[src/sv/pwlm_pkg.sv]
// ============================================================================
// pwlm_pkg: shared types and constants of the peak window level meter
// Holds the request and result layouts, register map, reset values and the
// command and status bundles between controller and datapath.
// ============================================================================
package pwlm_pkg;

  localparam int WINDOW_DEPTH = 64;
  localparam int SAMPLE_BITS  = 10;
  localparam int LEVEL_BITS   = 10;
  localparam int REG_BITS     = 10;
  localparam int LED_BITS     = 4;
  localparam int NUM_SAMPLES  = 5;

  localparam int WIN_AW = $clog2(WINDOW_DEPTH);
  localparam int FILL_W = $clog2(WINDOW_DEPTH + 1);

  // sum of five samples, and sum of the middle three
  localparam int SUM_W = SAMPLE_BITS + 3;
  localparam int MID_W = SAMPLE_BITS + 2;

  // divide by three as multiply by a rounded-up reciprocal and shift;
  // exact for every value below 2**DIV3_SHIFT
  localparam int DIV3_SHIFT = MID_W + 1;
  localparam int DIV3_MUL   = ((2 ** DIV3_SHIFT) + 2) / 3;
  localparam int PROD_W     = 2 * MID_W;

  // configuration port
  localparam int ADDR_W    = 5;
  localparam int DATA_W    = 32;
  localparam int REG_IDX_W = 3;

  localparam logic [REG_IDX_W-1:0] REG_CENTER = 3'd0;
  localparam logic [REG_IDX_W-1:0] REG_SPIKE  = 3'd1;
  localparam logic [REG_IDX_W-1:0] REG_THR1   = 3'd2;
  localparam logic [REG_IDX_W-1:0] REG_THR2   = 3'd3;
  localparam logic [REG_IDX_W-1:0] REG_THR3   = 3'd4;
  localparam logic [REG_IDX_W-1:0] REG_THRF   = 3'd5;

  localparam logic [REG_BITS-1:0] RST_CENTER = 10'd512;
  localparam logic [REG_BITS-1:0] RST_SPIKE  = 10'd320;
  localparam logic [REG_BITS-1:0] RST_THR1   = 10'd12;
  localparam logic [REG_BITS-1:0] RST_THR2   = 10'd20;
  localparam logic [REG_BITS-1:0] RST_THR3   = 10'd35;
  localparam logic [REG_BITS-1:0] RST_THRF   = 10'd80;

  localparam logic CMD_SAMPLE  = 1'b0;
  localparam logic CMD_REFRESH = 1'b1;

  localparam logic [LED_BITS-1:0] PAT_NONE  = 4'b0000;
  localparam logic [LED_BITS-1:0] PAT_ONE   = 4'b0001;
  localparam logic [LED_BITS-1:0] PAT_TWO   = 4'b0011;
  localparam logic [LED_BITS-1:0] PAT_THREE = 4'b0111;
  localparam logic [LED_BITS-1:0] PAT_FULL  = 4'b1111;

  typedef struct packed {
    logic                   cmd;
    logic [SAMPLE_BITS-1:0] sample_a;
    logic [SAMPLE_BITS-1:0] sample_b;
    logic [SAMPLE_BITS-1:0] sample_c;
    logic [SAMPLE_BITS-1:0] sample_d;
    logic [SAMPLE_BITS-1:0] sample_e;
  } in_item_t;

  typedef struct packed {
    logic [LEVEL_BITS-1:0] level_pushed;
    logic [LEVEL_BITS-1:0] window_peak;
    logic [LED_BITS-1:0]   led_pattern;
  } out_item_t;

  typedef struct packed {
    logic [REG_BITS-1:0] center_level;
    logic [REG_BITS-1:0] spike_limit;
    logic [REG_BITS-1:0] threshold_one;
    logic [REG_BITS-1:0] threshold_two;
    logic [REG_BITS-1:0] threshold_three;
    logic [REG_BITS-1:0] threshold_full;
  } cfg_t;

  typedef struct packed {
    logic load;      // capture request, clear scan and result state
    logic sort_en;   // register min, max and sum of the set
    logic div_en;    // register the middle average
    logic push;      // write the level into the window
    logic scan_rd;   // read one window entry and advance
    logic pat_en;    // update the bar pattern from the peak
    logic out_load;  // load the result register
  } ctl_cmd_t;

  typedef struct packed {
    logic cmd;        // command of the request in flight
    logic scan_done;  // every filled window entry has been read
  } dp_sts_t;

endpackage

[src/sv/peak_window_level_meter_core.sv]
// ============================================================================
// peak_window_level_meter_core: sliding-window peak meter with LED bar graph
// Sample requests push a filtered deviation level into a window of recent
// levels; refresh requests scan the window for its peak and drive a
// four-LED thermometer pattern.
// ============================================================================
//
//  channel   direction  payload      transfer
//  in_       input      in_item_t    in_valid high, in_stall low
//  out_      output     out_item_t   out_valid high, out_stall low
//  cfg       input      6 x 10 bit   psel, penable, pwrite, pready high
//
//  A sample request passes through min/max/sum, divide by three, window write
//  and result load in turn; capture is at the accepting edge.
//  A refresh request scans every filled window entry, then updates the pattern;
//  the window memory's single read port gives one entry per cycle.
//  Reset clears the window fill count, write pointer and bar pattern; no
//  clearing pass is needed. One request is in flight at a time; a result
//  held by out_stall does not block acceptance, only the next result load.
//
module peak_window_level_meter_core import pwlm_pkg::*; (
  input  logic              clk,
  input  logic              rst_n,
  // request channel
  input  logic              in_valid,
  output logic              in_stall,
  input  in_item_t          in_data,
  // result channel
  output logic              out_valid,
  input  logic              out_stall,
  output out_item_t         out_data,
  // configuration port
  input  logic              psel,
  input  logic              penable,
  input  logic              pwrite,
  input  logic [ADDR_W-1:0] paddr,
  input  logic [DATA_W-1:0] pwdata,
  output logic [DATA_W-1:0] prdata,
  output logic              pready
);

  cfg_t     cfg;
  ctl_cmd_t ctl_cmd;
  dp_sts_t  dp_sts;

  // register file: thresholds, centre and spike limit
  pwlm_regs u_regs (
    .clk     (clk),
    .rst_n   (rst_n),
    .psel    (psel),
    .penable (penable),
    .pwrite  (pwrite),
    .paddr   (paddr),
    .pwdata  (pwdata),
    .prdata  (prdata),
    .pready  (pready),
    .cfg     (cfg)
  );

  // sequence each request and hold the result valid
  pwlm_ctrl u_ctrl (
    .clk       (clk),
    .rst_n     (rst_n),
    .in_valid  (in_valid),
    .in_stall  (in_stall),
    .out_valid (out_valid),
    .out_stall (out_stall),
    .sts       (dp_sts),
    .cmd       (ctl_cmd)
  );

  // arithmetic, window memory and result register
  pwlm_dp u_dp (
    .clk      (clk),
    .rst_n    (rst_n),
    .in_data  (in_data),
    .cfg      (cfg),
    .cmd      (ctl_cmd),
    .sts      (dp_sts),
    .out_data (out_data)
  );

`ifndef NO_ASSERTIONS
  // at most one datapath action per cycle
  a_one_action: assert property (@(posedge clk) disable iff (!rst_n)
    $onehot0({ctl_cmd.load, ctl_cmd.sort_en, ctl_cmd.div_en, ctl_cmd.push,
              ctl_cmd.scan_rd, ctl_cmd.pat_en, ctl_cmd.out_load}))
    else $error("controller issued more than one datapath action");

  // an accepted request makes the block busy
  a_busy_after_accept: assert property (@(posedge clk) disable iff (!rst_n)
    (in_valid && !in_stall) |=> in_stall)
    else $error("request accepted while previous one still in flight");

  // a result appears only after a result load
  a_valid_from_load: assert property (@(posedge clk) disable iff (!rst_n)
    $rose(out_valid) |-> $past(ctl_cmd.out_load))
    else $error("result valid raised without a result load");

  // the scan never reads beyond the filled part of the window
  a_scan_in_fill: assert property (@(posedge clk) disable iff (!rst_n)
    ctl_cmd.scan_rd |-> !dp_sts.scan_done)
    else $error("window scan read beyond the fill count");
`endif

endmodule

[src/sv/pwlm_regs.sv]
// ============================================================================
// pwlm_regs: configuration register file
// Six 10-bit registers behind a simple bus port, one word apart.
// ============================================================================
module pwlm_regs import pwlm_pkg::*; (
  input  logic              clk,
  input  logic              rst_n,
  input  logic              psel,
  input  logic              penable,
  input  logic              pwrite,
  input  logic [ADDR_W-1:0] paddr,
  input  logic [DATA_W-1:0] pwdata,
  output logic [DATA_W-1:0] prdata,
  output logic              pready,
  output cfg_t              cfg
);

  cfg_t                 cfg_r;
  cfg_t                 cfg_nxt;
  logic [REG_IDX_W-1:0] idx;
  logic [REG_BITS-1:0]  wval;
  logic [REG_BITS-1:0]  rval;

  assign idx    = paddr[ADDR_W-1:2];
  assign wval   = pwdata[REG_BITS-1:0];
  assign pready = 1'b1;

  always_comb begin
    cfg_nxt = cfg_r;
    if (psel && penable && pwrite) begin
      unique case (idx)
        REG_CENTER: cfg_nxt.center_level    = wval;
        REG_SPIKE:  cfg_nxt.spike_limit     = wval;
        REG_THR1:   cfg_nxt.threshold_one   = wval;
        REG_THR2:   cfg_nxt.threshold_two   = wval;
        REG_THR3:   cfg_nxt.threshold_three = wval;
        REG_THRF:   cfg_nxt.threshold_full  = wval;
        default:    cfg_nxt = cfg_r;
      endcase
    end
  end

  always_comb begin
    unique case (idx)
      REG_CENTER: rval = cfg_r.center_level;
      REG_SPIKE:  rval = cfg_r.spike_limit;
      REG_THR1:   rval = cfg_r.threshold_one;
      REG_THR2:   rval = cfg_r.threshold_two;
      REG_THR3:   rval = cfg_r.threshold_three;
      REG_THRF:   rval = cfg_r.threshold_full;
      default:    rval = '0;
    endcase
  end

  assign prdata = DATA_W'(rval);

  always_ff @(posedge clk) begin
    if (!rst_n) begin
      cfg_r.center_level    <= RST_CENTER;
      cfg_r.spike_limit     <= RST_SPIKE;
      cfg_r.threshold_one   <= RST_THR1;
      cfg_r.threshold_two   <= RST_THR2;
      cfg_r.threshold_three <= RST_THR3;
      cfg_r.threshold_full  <= RST_THRF;
    end else begin
      cfg_r <= cfg_nxt;
    end
  end

  assign cfg = cfg_r;

endmodule

[src/sv/pwlm_dp.sv]
// ============================================================================
// pwlm_dp: datapath of the level meter
// Middle average, deviation, level window memory, peak scan, bar pattern
// and result register.
// ============================================================================
module pwlm_dp import pwlm_pkg::*; (
  input  logic      clk,
  input  logic      rst_n,
  input  in_item_t  in_data,
  input  cfg_t      cfg,
  input  ctl_cmd_t  cmd,
  output dp_sts_t   sts,
  output out_item_t out_data
);

  logic [SAMPLE_BITS-1:0] smp_r [NUM_SAMPLES];
  logic                   cmd_r;
  logic [SAMPLE_BITS-1:0] min_r, max_r;
  logic [SUM_W-1:0]       sum_r;
  logic [SAMPLE_BITS-1:0] avg_r;
  logic [LEVEL_BITS-1:0]  level_r;
  logic [LEVEL_BITS-1:0]  peak_r;
  logic [LED_BITS-1:0]    bar_r;
  logic [WIN_AW-1:0]      wptr_r;
  logic [FILL_W-1:0]      fill_r;
  logic [FILL_W-1:0]      rd_cnt_r;
  logic                   rd_vld_r;
  logic [LEVEL_BITS-1:0]  rd_data_r;
  out_item_t              out_r;

  logic [LEVEL_BITS-1:0]  win_mem [WINDOW_DEPTH];

  logic [SAMPLE_BITS-1:0] mn, mx;
  logic [SUM_W-1:0]       sum;
  logic [MID_W-1:0]       mid;
  logic [PROD_W-1:0]      prod;
  logic [LEVEL_BITS-1:0]  avg_lvl;
  logic [LEVEL_BITS-1:0]  dev;
  logic [LEVEL_BITS-1:0]  lvl_new;
  logic [LED_BITS-1:0]    pat_new;

  // min, max and total of the set; the middle three sum to total-min-max
  always_comb begin
    mn  = smp_r[0];
    mx  = smp_r[0];
    sum = SUM_W'(smp_r[0]);
    for (int i = 1; i < NUM_SAMPLES; i++) begin
      if (smp_r[i] < mn) mn = smp_r[i];
      if (smp_r[i] > mx) mx = smp_r[i];
      sum = sum + SUM_W'(smp_r[i]);
    end
  end

  assign mid  = MID_W'(sum_r - SUM_W'(min_r) - SUM_W'(max_r));
  assign prod = PROD_W'(mid) * PROD_W'(DIV3_MUL);

  assign avg_lvl = LEVEL_BITS'(avg_r);
  assign dev     = (avg_lvl < cfg.center_level) ? (cfg.center_level - avg_lvl)
                                                : (avg_lvl - cfg.center_level);
  assign lvl_new = (dev > cfg.spike_limit) ? '0 : dev;

  // thresholds tested in order; no match keeps the pattern
  always_comb begin
    if (peak_r < cfg.threshold_one) begin
      pat_new = PAT_NONE;
    end else if (peak_r < cfg.threshold_two) begin
      pat_new = PAT_ONE;
    end else if (peak_r >= cfg.threshold_two && peak_r < cfg.threshold_three) begin
      pat_new = PAT_TWO;
    end else if (peak_r >= cfg.threshold_three && peak_r < cfg.threshold_full) begin
      pat_new = PAT_THREE;
    end else if (peak_r > cfg.threshold_full) begin
      pat_new = PAT_FULL;
    end else begin
      pat_new = bar_r;
    end
  end

  // payload registers
  always_ff @(posedge clk) begin
    if (cmd.load) begin
      smp_r[0] <= in_data.sample_a;
      smp_r[1] <= in_data.sample_b;
      smp_r[2] <= in_data.sample_c;
      smp_r[3] <= in_data.sample_d;
      smp_r[4] <= in_data.sample_e;
      cmd_r    <= in_data.cmd;
    end
    if (cmd.sort_en) begin
      min_r <= mn;
      max_r <= mx;
      sum_r <= sum;
    end
    if (cmd.div_en) begin
      avg_r <= prod[DIV3_SHIFT +: SAMPLE_BITS];
    end
    if (cmd.load) begin
      level_r <= '0;
    end else if (cmd.push) begin
      level_r <= lvl_new;
    end
    if (cmd.load) begin
      peak_r <= '0;
    end else if (rd_vld_r && (rd_data_r > peak_r)) begin
      peak_r <= rd_data_r;
    end
    if (cmd.out_load) begin
      out_r.level_pushed <= level_r;
      out_r.window_peak  <= peak_r;
      out_r.led_pattern  <= bar_r;
    end
  end

  // window memory: one write port, one registered read port
  always_ff @(posedge clk) begin
    if (cmd.push) begin
      win_mem[wptr_r] <= lvl_new;
    end
    if (cmd.scan_rd) begin
      rd_data_r <= win_mem[rd_cnt_r[WIN_AW-1:0]];
    end
  end

  // control state; the fill count keeps unwritten entries out of the scan
  always_ff @(posedge clk) begin
    if (!rst_n) begin
      wptr_r   <= '0;
      fill_r   <= '0;
      bar_r    <= PAT_NONE;
      rd_cnt_r <= '0;
      rd_vld_r <= 1'b0;
    end else begin
      rd_vld_r <= cmd.scan_rd;
      if (cmd.push) begin
        wptr_r <= (wptr_r == WIN_AW'(WINDOW_DEPTH - 1)) ? '0 : wptr_r + 1'b1;
        if (fill_r != FILL_W'(WINDOW_DEPTH)) begin
          fill_r <= fill_r + 1'b1;
        end
      end
      if (cmd.load) begin
        rd_cnt_r <= '0;
      end else if (cmd.scan_rd) begin
        rd_cnt_r <= rd_cnt_r + 1'b1;
      end
      if (cmd.pat_en && (peak_r < cfg.spike_limit)) begin
        bar_r <= pat_new;
      end
    end
  end

  assign sts.cmd       = cmd_r;
  assign sts.scan_done = (rd_cnt_r == fill_r);
  assign out_data      = out_r;

endmodule

[src/sv/pwlm_ctrl.sv]
// ============================================================================
// pwlm_ctrl: controller of the level meter
// Sequences one request through the datapath and owns the result valid.
// ============================================================================
module pwlm_ctrl import pwlm_pkg::*; (
  input  logic     clk,
  input  logic     rst_n,
  input  logic     in_valid,
  output logic     in_stall,
  output logic     out_valid,
  input  logic     out_stall,
  input  dp_sts_t  sts,
  output ctl_cmd_t cmd
);

  localparam logic [2:0] ST_IDLE  = 3'd0;
  localparam logic [2:0] ST_SORT  = 3'd1;
  localparam logic [2:0] ST_DIV   = 3'd2;
  localparam logic [2:0] ST_PUSH  = 3'd3;
  localparam logic [2:0] ST_SCAN  = 3'd4;
  localparam logic [2:0] ST_DRAIN = 3'd5;
  localparam logic [2:0] ST_PAT   = 3'd6;
  localparam logic [2:0] ST_DONE  = 3'd7;

  logic [2:0] state_r, state_nxt;
  logic       out_valid_r, out_valid_nxt;

  always_comb begin
    cmd           = '0;
    state_nxt     = state_r;
    out_valid_nxt = out_valid_r && out_stall;
    unique case (state_r)
      ST_IDLE: begin
        if (in_valid) begin
          cmd.load  = 1'b1;
          state_nxt = ST_SORT;
        end
      end
      ST_SORT: begin
        cmd.sort_en = 1'b1;
        state_nxt   = (sts.cmd == CMD_REFRESH) ? ST_SCAN : ST_DIV;
      end
      ST_DIV: begin
        cmd.div_en = 1'b1;
        state_nxt  = ST_PUSH;
      end
      ST_PUSH: begin
        cmd.push  = 1'b1;
        state_nxt = ST_DONE;
      end
      ST_SCAN: begin
        if (sts.scan_done) begin
          state_nxt = ST_DRAIN;
        end else begin
          cmd.scan_rd = 1'b1;
        end
      end
      ST_DRAIN: begin
        state_nxt = ST_PAT;
      end
      ST_PAT: begin
        cmd.pat_en = 1'b1;
        state_nxt  = ST_DONE;
      end
      ST_DONE: begin
        if (!out_valid_r || !out_stall) begin
          cmd.out_load  = 1'b1;
          out_valid_nxt = 1'b1;
          state_nxt     = ST_IDLE;
        end
      end
      default: state_nxt = ST_IDLE;
    endcase
  end

  always_ff @(posedge clk) begin
    if (!rst_n) begin
      state_r     <= ST_IDLE;
      out_valid_r <= 1'b0;
    end else begin
      state_r     <= state_nxt;
      out_valid_r <= out_valid_nxt;
    end
  end

  assign in_stall  = (state_r != ST_IDLE);
  assign out_valid = out_valid_r;

endmodule
[config.mk]
export PLATFORM = sky130hd
export DESIGN_NAME = peak_window_level_meter_core
export DESIGN_NICKNAME = d
export VERILOG_FILES = /design/src/sv/pwlm_pkg.sv /design/src/sv/peak_window_level_meter_core.sv /design/src/sv/pwlm_regs.sv /design/src/sv/pwlm_dp.sv /design/src/sv/pwlm_ctrl.sv
export SDC_FILE = /design/constraint.sdc
export NUM_CORES = 2
export LEC_CHECK = 0
export BUFFER_PORTS_ARGS = -buffer_cell sky130_fd_sc_hd__clkbuf_2
export CORE_UTILIZATION = 62
export DETAILED_ROUTE_END_ITERATION = 6
export GPL_ROUTABILITY_DRIVEN = 1
export GPL_TIMING_DRIVEN = 0
export PLACE_DENSITY_LB_ADDON = 0.05
export SETUP_SLACK_MARGIN = 0.3
export SLEW_MARGIN = 40
export SYNTH_ARGS = -nofsm -noshare
export SYNTH_HDL_FRONTEND = slang
export SYNTH_SLANG_ARGS = --single-unit
[constraint.sdc]
create_clock -name clk -period 10.3 [get_ports clk]
set_clock_uncertainty 0.05 [all_clocks]
set_input_delay 2.06 -clock clk [delete_from_list [all_inputs] [get_ports clk]]
set_output_delay 2.06 -clock clk [all_outputs]
set_load 0.02 [all_outputs]
==> impl_metrics.ini <==
[status]
run_status = finished clean

[detailed_routing]
dr.pass1.iters = 5
wl_per_cell_um = 24.6
wl_um = 98500
drt_iter0_markers = 2090
antenna_left = 0
drc = 0
vias_per_cell = 6.17
routed-via-count = 24718

[finish]
area_delta_synth_final_pct = 13.0
fill_cells = 4416
nNetsFinal = 3492
drive_gt1_frac = 0.207
final_cells = 4003
diodes = 0

[setup_path]
cp_common_cell = ha_1
worstPathMaxFanout = 10
crit_type = reg -> reg
worst_path_max_delay_cell = edfxtp_1
worst_ep_required_time_ns = 10.72
cp.arrival_ns = 9.91
worstSetupEndpointType = flip-flop
cp_slowest_stage_delay_ns = 0.49
startpoint_type = flip-flop

[sta]
final_hold_viol_count = 0
rsz0062_at_grt = true
period_minus_slack_ns = 9.49
slew_headroom = 0.387
finalCritPeriodShare = 0.922
worstMarginPinSlew_ns = 0.917
finalMaxSlewViolations = 0
setup_viol = 0
fmax_mhz = 105

[flow_run]
maxCapViolCount = 0

[placement]
placed_cells = 3835
hpwlAfterDp_um = 71400
place_congestion = 0.933
port_buffers = 104

[global_routing]
overflow = 0
grt_max_degree = 40
grt_pass1_wl_um = 150000
antenna_found_initial = 0
grt_pass1_vias = 25258
grt.total_usage = 0.289

[clock_network]
clockBufferDepth = 3
clk_latency_ns = 0.66
cts_tree = done
ctsHoldBuffers = 0
htree_levels = 3
path_clk_slew_ns = 0.06
cts_sinks = 876
cts_root_buf = clkbuf_16
cts_made_buffers = 89

[die]
dieHeight_um = 263
dieWidth_um = 263
rows = 95
io_pins = 154
core_area_mm2 = 0.0674
initial_core_util = 0.629
dieArea_mm2 = 0.0694

[yosys]
yosys-top-cells-area = edfxtp_1 54%, mux4_2 11%, ha_1 7.6%, dfxtp_1 5.1%, fa_1 3.8%
ys_seq_area_frac = 0.595
synth_flop_cell = edfxtp_1
synth_area_mm2 = 0.0424
synth-seq-cells = 876
synth_cell_type_count = 67
ys_async_sr_fraction = 0
postSynthCellCount = 2800
yosys-top-cells-count = 767 x edfxtp_1, 259 x ha_1, 251 x inv_1
yosysTopAreaCell = edfxtp_1
synth.most_common_cell = edfxtp_1
synth_enable_flop_cells = 767
avgSynthCellArea_um2 = 15.1
synth_top_area_share = 0.543
yosys_warnings = 0

[worst_hold_path]
min_path_type = reg -> reg
## routing by layer
metal / track usage / up-vias / routed length [um]
met2: 0.478 / 991 / 48400
met3: 0.0425 / 191 / 6700
met4: 0.0961 / 0 / 3450
met5: 0 / - / 0
li1: - / 10999 / -
met1: 0.399 / 12537 / 40000
## placed cells by master (no fill, tap or decap), types with 22 or more instances in the layout
| master | instances |
|---|---|
| nor2_2 | 65 |
| o21a_1 | 32 |
| xnor2_1 | 40 |
| conb_1 | 23 |
| mux4_2 | 210 |
| clkbuf_2 | 116 |
| a21oi_1 | 111 |
| fa_1 | 80 |
| nand2_1 | 126 |
| nand4_1 | 22 |
| clkbuf_1 | 87 |
| clkbuf_16 | 91 |
| buf_4 | 33 |
| dfxtp_1 | 109 |
| inv_1 | 251 |
| ha_1 | 259 |
| edfxtp_1 | 767 |
| o21ai_0 | 49 |
| mux2i_1 | 83 |
| nor2b_1 | 58 |
| a21o_1 | 39 |
| nor2_1 | 105 |
## final timing paths
path                                          end  slack (ns)              start  cells past startpoint
worst min register to register  u_dp.out_data[14]        0.39    u_dp.level_r[0]                      0
worst max-delay path                u_dp.max_r[8]        0.81  u_dp.smp_r[0][19]                     35
worst max register to register      u_dp.max_r[8]        0.81  u_dp.smp_r[0][19]                     35
worst min-delay path            u_dp.out_data[14]        0.39    u_dp.level_r[0]                      0
## stage by stage
stage	setup TNS, ns	cell area (um^2)	hold slack, ns	worst slack (ns)	util
after global routing	0	47900	0.400	0.257	0.711
after floorplan	0	42500	0.353	1.63	-
after detailed placement	-1.90	44900	0.376	-0.344	0.667
after CTS	0	47800	0.390	0.412	0.709
final	0	47900	0.391	0.806	0.711
after global placement	0	44100	0.368	0.110	0.654
## what timing repair did
| action | 4_1_cts | 5_1_grt |
|---|---|---|
| pin swaps | 2 | 0 |
| gates resized for setup | 2 | 21 |
| buffers inserted | 2 | 3 |
| setup endpoints to repair | 10 | 19 |
## registers in the layout, summed over array words and instances, names as in the netlist
name	count
u_dp.win_mem	640
u_regs.cfg	60
u_dp.smp_r	50
u_dp.out_data	24
u_dp.sum_r	12
u_dp.avg_lvl	10
u_dp.level_r	10
u_dp.max_r	10
u_dp.min_r	10
u_dp.peak_r	10
u_dp.rd_data_r	10
u_dp.fill_r	7
u_dp.rd_cnt_r	7
u_dp.wptr_r	6
u_dp.bar_r	4
u_ctrl.state_r	3
u_ctrl.out_valid	1
u_dp.cmd_r	1
u_dp.rd_vld_r	1
## layout make-up
cell class              instances  area, um^2  share of cell area
inverters                     251         942              0.0197
well taps                     873        1090              0.0228
flip-flops and latches        876       25200               0.526
repair buffers                146        1150              0.0240
clock inverters                45         429             0.00896
plain buffers                 129         623              0.0130
multi-input cells            1565       16000               0.335
clock buffers                 118        2430              0.0507
## worst max-delay path, delay by kind of cell, from the launching register on
| kind | cells | cell delay, ns |
|---|---|---|
| compound gates | 13 | 3.39 |
| simple gates | 13 | 2.28 |
| buf+inv | 4 | 1.40 |
| fa+ha+maj | 4 | 1.28 |
| flops | 1 | 0.49 |
| mux | 1 | 0.41 |
## cells by family after synthesis
logic type               after synthesis  share of synthesized area
flip-flops                           876                      0.595
AND/OR/NAND/NOR                      476                     0.0525
buffers and inverters                380                     0.0357
AO/OA/AOI/OAI                        356                     0.0542
adder cells (fa/ha/maj)              340                      0.114
multiplexers                         312                      0.136
XOR/XNOR                              58                     0.0120
other                                  2                   0.000177
Power is not shown: default switching activity piles up to over one toggle a cycle in this logic, so the estimate is an artifact.
